### config.mk
export PLATFORM = sky130hd
export DESIGN_NAME = iapr_map
export DESIGN_NICKNAME = d
export VERILOG_FILES = /design/src/hdl/iapr_pkg.sv /design/src/hdl/iapr_map.sv
export SDC_FILE = /design/constraint.sdc
export NUM_CORES = 2
export LEC_CHECK = 0
export ABC_AREA = 1
export BUFFER_PORTS_ARGS = -buffer_cell sky130_fd_sc_hd__buf_2
export CORE_MARGIN = 8
export CORE_UTILIZATION = 65
export DETAILED_ROUTE_END_ITERATION = 7
export PLACE_DENSITY = 0.83
export SLEW_MARGIN = 25
export SYNTH_ARGS = -nofsm -noshare
export SYNTH_HDL_FRONTEND = slang
export SYNTH_SLANG_ARGS = --single-unit
### constraint.sdc
create_clock -name clk -period 6.92 [get_ports clk]
set_input_delay 1.384 -clock clk [delete_from_list [all_inputs] [get_ports clk]]
set_output_delay 1.384 -clock clk [all_outputs]
set_load 0.05 [all_outputs]
### src/hdl/iapr_pkg.sv
// shared types and constants of the inverse affine pixel remap
// no dependencies; used by iapr_map, the top level and the checker
`default_nettype none

package iapr_pkg;

	localparam int unsigned COORD_W    = 8;
	localparam int unsigned PIX_W      = 32;
	localparam int unsigned SIZE_W     = 9;
	localparam int unsigned COEF_W     = 24;
	localparam int unsigned SHIFT_W    = 13;
	localparam int unsigned CFG_IDX_W  = 3;
	localparam int unsigned CFG_DATA_W = 24;

	localparam logic CMD_WRITE = 1'b0;
	localparam logic CMD_READ  = 1'b1;

	typedef enum logic [CFG_IDX_W-1:0] {
		REG_FRAME_WIDTH  = 3'd0,
		REG_FRAME_HEIGHT = 3'd1,
		REG_COEF_A       = 3'd2,
		REG_COEF_B       = 3'd3,
		REG_COEF_C       = 3'd4,
		REG_COEF_D       = 3'd5,
		REG_SHIFT_X      = 3'd6,
		REG_SHIFT_Y      = 3'd7
	} cfg_reg_t;

	typedef struct packed {
		logic [SIZE_W-1:0]  frame_width;
		logic [SIZE_W-1:0]  frame_height;
		logic [COEF_W-1:0]  coef_a;
		logic [COEF_W-1:0]  coef_b;
		logic [COEF_W-1:0]  coef_c;
		logic [COEF_W-1:0]  coef_d;
		logic [SHIFT_W-1:0] shift_x;
		logic [SHIFT_W-1:0] shift_y;
	} cfg_t;

	localparam cfg_t CFG_RESET = '{
		frame_width:  SIZE_W'(256),
		frame_height: SIZE_W'(256),
		coef_a:       COEF_W'(256),
		coef_b:       '0,
		coef_c:       COEF_W'(256),
		coef_d:       '0,
		shift_x:      '0,
		shift_y:      '0
	};

	// per-request control travelling alongside the address
	typedef struct packed {
		logic vld;
		logic rd;
		logic hit;
	} ctl_t;

endpackage

`default_nettype wire

### src/hdl/iapr_map.sv
// coordinate mapping pipeline: offsets and products, then sums, floor and bounds
// depends on iapr_pkg
`default_nettype none

module iapr_map #(
	parameter int unsigned MAX_WIDTH  = 256,
	parameter int unsigned MAX_HEIGHT = 256,
	parameter int unsigned FRAC_BITS  = 8
) (
	input  wire logic                                          clk,
	input  wire logic                                          arst_n,
	input  wire logic                                          vld_s1,
	input  wire logic                                          cmd_s1,
	input  wire logic [iapr_pkg::COORD_W-1:0]                  col_s1,
	input  wire logic [iapr_pkg::COORD_W-1:0]                  row_s1,
	input  wire logic [iapr_pkg::PIX_W-1:0]                    pix_s1,
	input  wire iapr_pkg::cfg_t                                cfg,
	output iapr_pkg::ctl_t                                     ctl_s3,
	output logic      [$clog2(MAX_WIDTH*MAX_HEIGHT)-1:0]       addr_s3,
	output logic      [iapr_pkg::PIX_W-1:0]                    pix_s3
);

	localparam int unsigned ADDR_W = $clog2(MAX_WIDTH * MAX_HEIGHT);
	localparam int unsigned SZW_W  = $clog2(MAX_WIDTH + 1);
	localparam int unsigned SZH_W  = $clog2(MAX_HEIGHT + 1);
	localparam int unsigned SZ_W   = (SZW_W > SZH_W) ? SZW_W : SZH_W;
	localparam int unsigned DX_W   =
		((SZ_W > iapr_pkg::SHIFT_W) ? SZ_W : iapr_pkg::SHIFT_W) + 2;
	localparam int unsigned PROD_W = DX_W + iapr_pkg::COEF_W;
	localparam int unsigned SUM_W  =
		((PROD_W > SZ_W + FRAC_BITS) ? PROD_W : SZ_W + FRAC_BITS) + 2;
	localparam int unsigned XW     = $clog2(MAX_WIDTH);
	localparam int unsigned YW     = $clog2(MAX_HEIGHT);

	// stage 1: clamp frame size, offsets, products, write address and write bounds check
	logic        [SZ_W-1:0]   w_c;
	logic        [SZ_W-1:0]   h_c;
	logic        [SZ_W-1:0]   cx_c;
	logic        [SZ_W-1:0]   cy_c;
	logic signed [DX_W-1:0]   dx_c;
	logic signed [DX_W-1:0]   dy_c;
	logic signed [iapr_pkg::COEF_W-1:0] coef_a_c;
	logic signed [iapr_pkg::COEF_W-1:0] coef_b_c;
	logic signed [iapr_pkg::COEF_W-1:0] coef_c_c;
	logic signed [iapr_pkg::COEF_W-1:0] coef_d_c;
	logic signed [PROD_W-1:0] pa_c;
	logic signed [PROD_W-1:0] pb_c;
	logic signed [PROD_W-1:0] pc_c;
	logic signed [PROD_W-1:0] pd_c;
	logic                     wok_c;
	logic        [ADDR_W-1:0] waddr_c;

	always_comb begin
		if (cfg.frame_width == '0) begin
			w_c = SZ_W'(1);
		end else if (32'(cfg.frame_width) > 32'(MAX_WIDTH)) begin
			w_c = SZ_W'(MAX_WIDTH);
		end else begin
			w_c = SZ_W'(cfg.frame_width);
		end
		if (cfg.frame_height == '0) begin
			h_c = SZ_W'(1);
		end else if (32'(cfg.frame_height) > 32'(MAX_HEIGHT)) begin
			h_c = SZ_W'(MAX_HEIGHT);
		end else begin
			h_c = SZ_W'(cfg.frame_height);
		end
		cx_c = w_c >> 1;
		cy_c = h_c >> 1;
		dx_c = signed'(DX_W'(col_s1)) - signed'(DX_W'(cx_c))
			- DX_W'($signed(cfg.shift_x));
		dy_c = signed'(DX_W'(row_s1)) - signed'(DX_W'(cy_c))
			- DX_W'($signed(cfg.shift_y));
		coef_a_c = $signed(cfg.coef_a);
		coef_b_c = $signed(cfg.coef_b);
		coef_c_c = $signed(cfg.coef_c);
		coef_d_c = $signed(cfg.coef_d);
		pa_c = dx_c * coef_a_c;
		pb_c = dy_c * coef_b_c;
		pc_c = dy_c * coef_c_c;
		pd_c = dx_c * coef_d_c;
		wok_c = (32'(col_s1) < 32'(MAX_WIDTH)) && (32'(row_s1) < 32'(MAX_HEIGHT));
		waddr_c = ADDR_W'(row_s1) * ADDR_W'(MAX_WIDTH) + ADDR_W'(col_s1);
	end

	logic                     vld_s2;
	logic                     rd_s2;
	logic                     wok_s2;
	logic        [ADDR_W-1:0] waddr_s2;
	logic [iapr_pkg::PIX_W-1:0] pix_s2;
	logic        [SZ_W-1:0]   w_s2;
	logic        [SZ_W-1:0]   h_s2;
	logic        [SZ_W-1:0]   cx_s2;
	logic        [SZ_W-1:0]   cy_s2;
	logic signed [PROD_W-1:0] pa_s2;
	logic signed [PROD_W-1:0] pb_s2;
	logic signed [PROD_W-1:0] pc_s2;
	logic signed [PROD_W-1:0] pd_s2;

	always_ff @(posedge clk or negedge arst_n) begin
		if (!arst_n) begin
			vld_s2 <= 1'b0;
		end else begin
			vld_s2 <= vld_s1;
		end
	end

	always_ff @(posedge clk) begin
		rd_s2    <= (cmd_s1 == iapr_pkg::CMD_READ);
		wok_s2   <= wok_c;
		waddr_s2 <= waddr_c;
		pix_s2   <= pix_s1;
		w_s2     <= w_c;
		h_s2     <= h_c;
		cx_s2    <= cx_c;
		cy_s2    <= cy_c;
		pa_s2    <= pa_c;
		pb_s2    <= pb_c;
		pc_s2    <= pc_c;
		pd_s2    <= pd_c;
	end

	// stage 2: sums, floor by arithmetic shift, bounds check, read address
	logic signed [SUM_W-1:0]  sx_c;
	logic signed [SUM_W-1:0]  sy_c;
	logic signed [SUM_W-1:0]  xp_c;
	logic signed [SUM_W-1:0]  yp_c;
	logic                     inside_c;
	logic        [ADDR_W-1:0] raddr_c;

	always_comb begin
		sx_c = SUM_W'(pa_s2) + SUM_W'(pb_s2) + (signed'(SUM_W'(cx_s2)) <<< FRAC_BITS);
		sy_c = SUM_W'(pc_s2) + SUM_W'(pd_s2) + (signed'(SUM_W'(cy_s2)) <<< FRAC_BITS);
		xp_c = sx_c >>> FRAC_BITS;
		yp_c = sy_c >>> FRAC_BITS;
		inside_c = !xp_c[SUM_W-1] && (xp_c < signed'(SUM_W'(w_s2)))
			&& !yp_c[SUM_W-1] && (yp_c < signed'(SUM_W'(h_s2)));
		raddr_c = ADDR_W'(yp_c[YW-1:0]) * ADDR_W'(MAX_WIDTH) + ADDR_W'(xp_c[XW-1:0]);
	end

	always_ff @(posedge clk or negedge arst_n) begin
		if (!arst_n) begin
			ctl_s3 <= '0;
		end else begin
			ctl_s3.vld <= vld_s2;
			ctl_s3.rd  <= rd_s2;
			ctl_s3.hit <= rd_s2 ? inside_c : wok_s2;
		end
	end

	always_ff @(posedge clk) begin
		addr_s3 <= rd_s2 ? raddr_c : waddr_s2;
		pix_s3  <= pix_s2;
	end

endmodule

`default_nettype wire

==> impl_metrics.csv, run 1 <==
group,metric,value,unit
logic_synthesis,syn-instance-count,7821,
placement,dp_hpwl,169200,um
clock_tree,htree_num_levels,2,
placement,placedInstanceArea,0.07219,mm^2
clock_tree,hold_buffers,0,
global_routing,antenna_found_initial,41,
clock_tree,cts_buffer_depth,3,
status,stop_error,"[ERROR GRT-0232] Routing congestion too high. Check the congestion heatmap in the GUI.",
timing,worst-ep-kind,"register input",
logic_synthesis,ys.flop_type,"dfxtp_1",
die,io_pins,243,
clock_tree,clock-sinks,271,
logic_synthesis,yosys_warnings,0,
global_routing,overflow,15,
die,die_h,325.4,um
logic_synthesis,synth_fp_nets,9833,
die,rows,113,
clock_tree,root_buffer,"clkbuf_16",
logic_synthesis,avgSynthCellArea,7.957,um^2
status,status,"aborted with a tool error",
timing,crit_endpoint,"pc_s2[35]$_DFF_P_/D",
die,start_util,0.6550,
logic_synthesis,ys_seq_area_frac,0.08750,
logic_synthesis,async_reset_ff_frac,0.01476,
logic_synthesis,ys_types,61,
clock_tree,cts_buffers,34,
global_routing,gr-usage-all-layers,0.6284,
global_routing,grt_max_degree,25,
status,stop_stage,"5_1_grt",
placement,gp_congestion,1.008,
logic_synthesis,yosys_register_bits,271,
placement,port_buffers,242,
logic_synthesis,synth-edff-count,0,
die,die_w,325.4,um
logic_synthesis,synth_area,0.06223,mm^2
==> layer usage <==
metal | global-route usage | GRT overflow
met5 | 0.3148 | 0
met4 | 0.5634 | 11
met3 | 0.4742 | 0
met2 | 0.7942 | 4
met1 | 0.6393 | 0
==> repair_timing <==
action	CTS
gates resized for setup	761
gates cloned	12
pin swaps	324
setup buffers	155
setup endpoints to repair	134
==> through the flow <==
| step | std cells | utilization | hold WS [ns] | setup slack (ns) |
|---|---|---|---|---|
| 4_1_cts | 10190 | 0.8230 | 0.3253 | -2.308 |
| 3_5_place_dp | 9991 | 0.7598 | 0.3121 | -3.225 |
| 3_3_place_gp | 9991 | 0.7598 | 0.3096 | -3.179 |
| 2_1_floorplan | 7821 | - | 0.3096 | -2.161 |
==> cells by family after synthesis <==
kind of cell,count (synthesis),share of synthesized area
compound gates,484,0.04373
fa+ha+maj,1820,0.5203
simple gates,2843,0.1840
flops,271,0.08750
xor+xnor,205,0.02885
buf+inv,2198,0.1356
==> synth_stat cells (4+ instances only) <==
master     count  area share
fa_1        1280        0.41
nand2_1     1736        0.10
or2_2          7     0.00070
nor2_1       734       0.044
nor2_2        33      0.0033
or2_1          9     0.00090
a31oi_1       14      0.0014
and2_1         4     0.00040
clkinv_1      14     0.00084
inv_1       1951        0.12
nand2_2       26      0.0026
buf_2         36      0.0029
buf_4          6     0.00072
dfxtp_1      267       0.086
a21o_1        18      0.0022
buf_1         10     0.00060
nor4_1         9     0.00090
o211ai_1      11      0.0013
o21bai_1      17      0.0021
a21boi_0       4     0.00048
a21oi_1      265       0.021
a221oi_1       5     0.00070
nand3b_1      19      0.0023
ha_1         540        0.11
clkbuf_1     151      0.0091
o31ai_1        4     0.00048
xnor2_1       78       0.011
nor3_2         4     0.00064
o21a_1         9      0.0011
dfrtp_1        4      0.0016
nand3_1      192       0.015
nor3_1        26      0.0021
buf_6         12      0.0022
nand4_1       29      0.0029
o21ai_1       13      0.0010
o21ai_0      100      0.0080
xor2_1       127       0.018
o2111ai_1      8      0.0011
a21oi_2        7     0.00099
inv_2         11     0.00066
==> run 2: changes to the inputs <==
--- a/config.mk
+++ b/config.mk
@@ -8,9 +8,9 @@
 export ABC_AREA = 1
 export BUFFER_PORTS_ARGS = -buffer_cell sky130_fd_sc_hd__buf_2
 export CORE_MARGIN = 8
-export CORE_UTILIZATION = 65
+export CORE_UTILIZATION = 40
 export DETAILED_ROUTE_END_ITERATION = 7
-export PLACE_DENSITY = 0.83
+export PLACE_DENSITY_LB_ADDON = 0.15
 export SLEW_MARGIN = 25
 export SYNTH_ARGS = -nofsm -noshare
 export SYNTH_HDL_FRONTEND = slang
==> impl_metrics.csv, run 2 <==
group,metric,value,unit
logic_synthesis,synth.most_common_cell,"inv_1",
global_routing,antenna_found_initial,21,
timing,grt_setup_unrepaired,"true",
logic_synthesis,synth_area,0.06223,mm^2
worst_hold_path,min_from,"pix_s2[28]",
setup_path,r2r_start,"pb_s2[10]",
logic_synthesis,yosys_register_bits,271,
setup_path,slowest_delay,0.54,ns
run,maxCapViolCount,0,
drt,postRouteAntennaNets,0,
setup_path,path_class,"in2reg",
logic_synthesis,synth.top_cells.by_area,"fa_1 (41%), inv_1 (12%), ha_1 (11%)",
global_routing,grt_pass1_wl,330500,um
die,start_util,0.4035,
timing,maxClockFrequency,107.6,MHz
final_layout,layout_commonest_cell,"inv_1",
timing,timing.final.crit_period,9.292,ns
timing,slew_headroom,0.2956,
setup_path,critPathMaxFanout,6,
final_layout,area_growth,29.63,%
setup_path,cp-end-kind,"register",
logic_synthesis,ys_types,61,
status,status,"complete, but fails checks",
clock_tree,htree_num_levels,1,
placement,dp_hpwl,184000,um
placement,port_buffers,242,
clock_tree,worstSkewPairLatency,0.62,ns
die,core_area,0.1542,mm^2
setup_path,r2r-end,"ctl_s3[0]",
logic_synthesis,avgSynthCellArea,7.957,um^2
global_routing,grt_pass1_vias,57370,
worst_hold_path,min_to,"pix_s3[28]",
drt,wire_per_inst,19.38,um
setup_path,crit_path_top_delay_cell,"fa_1",
drt,via_count,53840,
logic_synthesis,synth_top_area_cell,"fa_1",
logic_synthesis,ys_seq_area_frac,0.08750,
setup_path,start_kind,"input pin",
clock_tree,cts_buffer_depth,3,
timing,drv_slew,0,
timing,timing.final.crit_share,1.343,
die,die-area,0.1685,mm^2
timing,finalHoldViolCount,0,
clock_tree,cts_buffers,31,
worst_hold_path,min_path_type,"reg2reg",
logic_synthesis,synth_fp_nets,9833,
die,rows,144,
global_routing,overflow,0,
drt,vias_per_cell,4.861,
drt,first_pass_iters,6,
clock_tree,cts.clk_slew.worst_paths,0.06,ns
timing,worst_pin_slew,1.050,ns
final_layout,final_util,0.5231,
final_layout,drive_above_1_share,0.2545,
logic_synthesis,synth-edff-count,0,
setup_path,cp.arrival,9.81,ns
drt,wirelength,214700,um
final_layout,layout.nets,11010,
drt,drt_iter0_markers,3401,
timing,setup_ws,-2.372,ns
clock_tree,hold_buffers,0,
logic_synthesis,async_reset_ff_frac,0.01476,
clock_tree,clock-sinks,271,
timing,setup_viol,132,
setup_path,cpMostUsedCell,"fa_1",
clock_tree,cts_tree,"done",
die,io_pins,243,
status,violations,"setup timing",
global_routing,grt_max_degree,33,
clock_tree,root_buffer,"clkbuf_16",
logic_synthesis,synthTopCellsByCount,"inv_1 (1,951), nand2_1 (1,736), fa_1 (1,280), nor2_1 (734), ha_1 (540)",
die,die_w,410.4,um
final_layout,final_cell_mix,"inv_1 (1,852), nand2_1 (1,597), fa_1 (1,232)",
setup_path,required,7.44,ns
global_routing,gr-usage-all-layers,0.2520,
timing,fin_worst_skew,0.03153,ns
placement,gp_congestion,0.9199,
logic_synthesis,syn-instance-count,7821,
setup_path,reg2reg_slack,2.20,ns
setup_path,rr_worst_depth,19,
timing,fin_setup_tns,-242.42,ns
logic_synthesis,yosys_warnings,0,
worst_hold_path,hold_path_depth,0,
die,die_h,410.4,um
logic_synthesis,ys.flop_type,"dfxtp_1",
logic_synthesis,synth_top_area_share,0.4118,
drt,drc,0,
run 2: area by class of cell:
| cell class | instances | area [um^2] |
|---|---|---|
| Tap cell | 2044 | 2557 |
| Clock buffer | 39 | 845.8 |
| Sequential cell | 271 | 5445 |
| Inverter | 1978 | 7476 |
| Antenna cell | 10 | 25.02 |
| Multi-Input combinational cell | 5352 | 52990 |
| Timing Repair Buffer | 1363 | 11130 |
| Fill cell | 14720 | 73560 |
| Clock inverter | 18 | 196.4 |
| Timing Repair inverter | 1 | 6.256 |
run 2: what timing repair did:
| action | CTS | global route |
|---|---|---|
| pin swaps | 175 | 342 |
| resized for setup | 351 | 618 |
| gates cloned | 4 | 2 |
| setup endpoints to repair | 132 | 133 |
| buffers inserted | 99 | 76 |
run 2: kinds of logic after synthesis:
logic type / after synthesis / share of synthesized area
adder cells (fa/ha/maj): 1820 / 0.5203
buffers and inverters: 2198 / 0.1356
flip-flops: 271 / 0.08750
AO/OA/AOI/OAI: 484 / 0.04373
XOR/XNOR: 205 / 0.02885
AND/OR/NAND/NOR: 2843 / 0.1840
run 2: metrics by stage:
stage	setup WS (ns)	instance area (um^2)	hold WS (ns)	instances
2_1_floorplan	-2.161	63320	0.3096	7821
3_3_place_gp	-3.224	74180	0.3098	10850
3_5_place_dp	-3.269	74180	0.3121	10850
4_1_cts	-2.238	77600	0.3188	11000
5_1_grt	-2.694	80660	0.3186	11070
6_report	-2.372	80670	0.3199	11080
run 2: critical path, delay by kind of cell:
family	cells	cell delay, ns
and+or+nand+nor	12	1.28
adders and majority gates	9	3.90
buffers and inverters	10	1.07
xor gates and xnor gates	1	0.13
AOI/OAI and AO/OA	12	2.03
run 2: per-layer routing:
metal / GRT usage / vias to the layer above / wire length (um)
met5: 0 / - / 47
met4: 0.06104 / 8 / 5806
met3: 0.04224 / 282 / 14280
met2: 0.4149 / 1533 / 100500
met1: 0.3472 / 26840 / 94060
li1: - / 25180 / -
run 2: worst max-delay path by stage:
stage | slack (ns) | startpoint | cells after the start | to
4_1_cts | -2.24 | cfg[138] | 47 | pa_s2[30]
3_5_place_dp | -3.27 | cfg[135] | 47 | pd_s2[30]
2_1_floorplan | -2.16 | cfg[134] | 45 | pa_s2[30]
3_3_place_gp | -3.22 | cfg[135] | 47 | pd_s2[30]
6_report | -2.37 | cfg[127] | 44 | pb_s2[32]
5_1_grt | -2.69 | cfg[138] | 48 | pd_s2[30]
Power of run 2 is left out: the tool's default activity adds up to more than one toggle a clock period on the data nets, which glitch-free logic cannot reach.
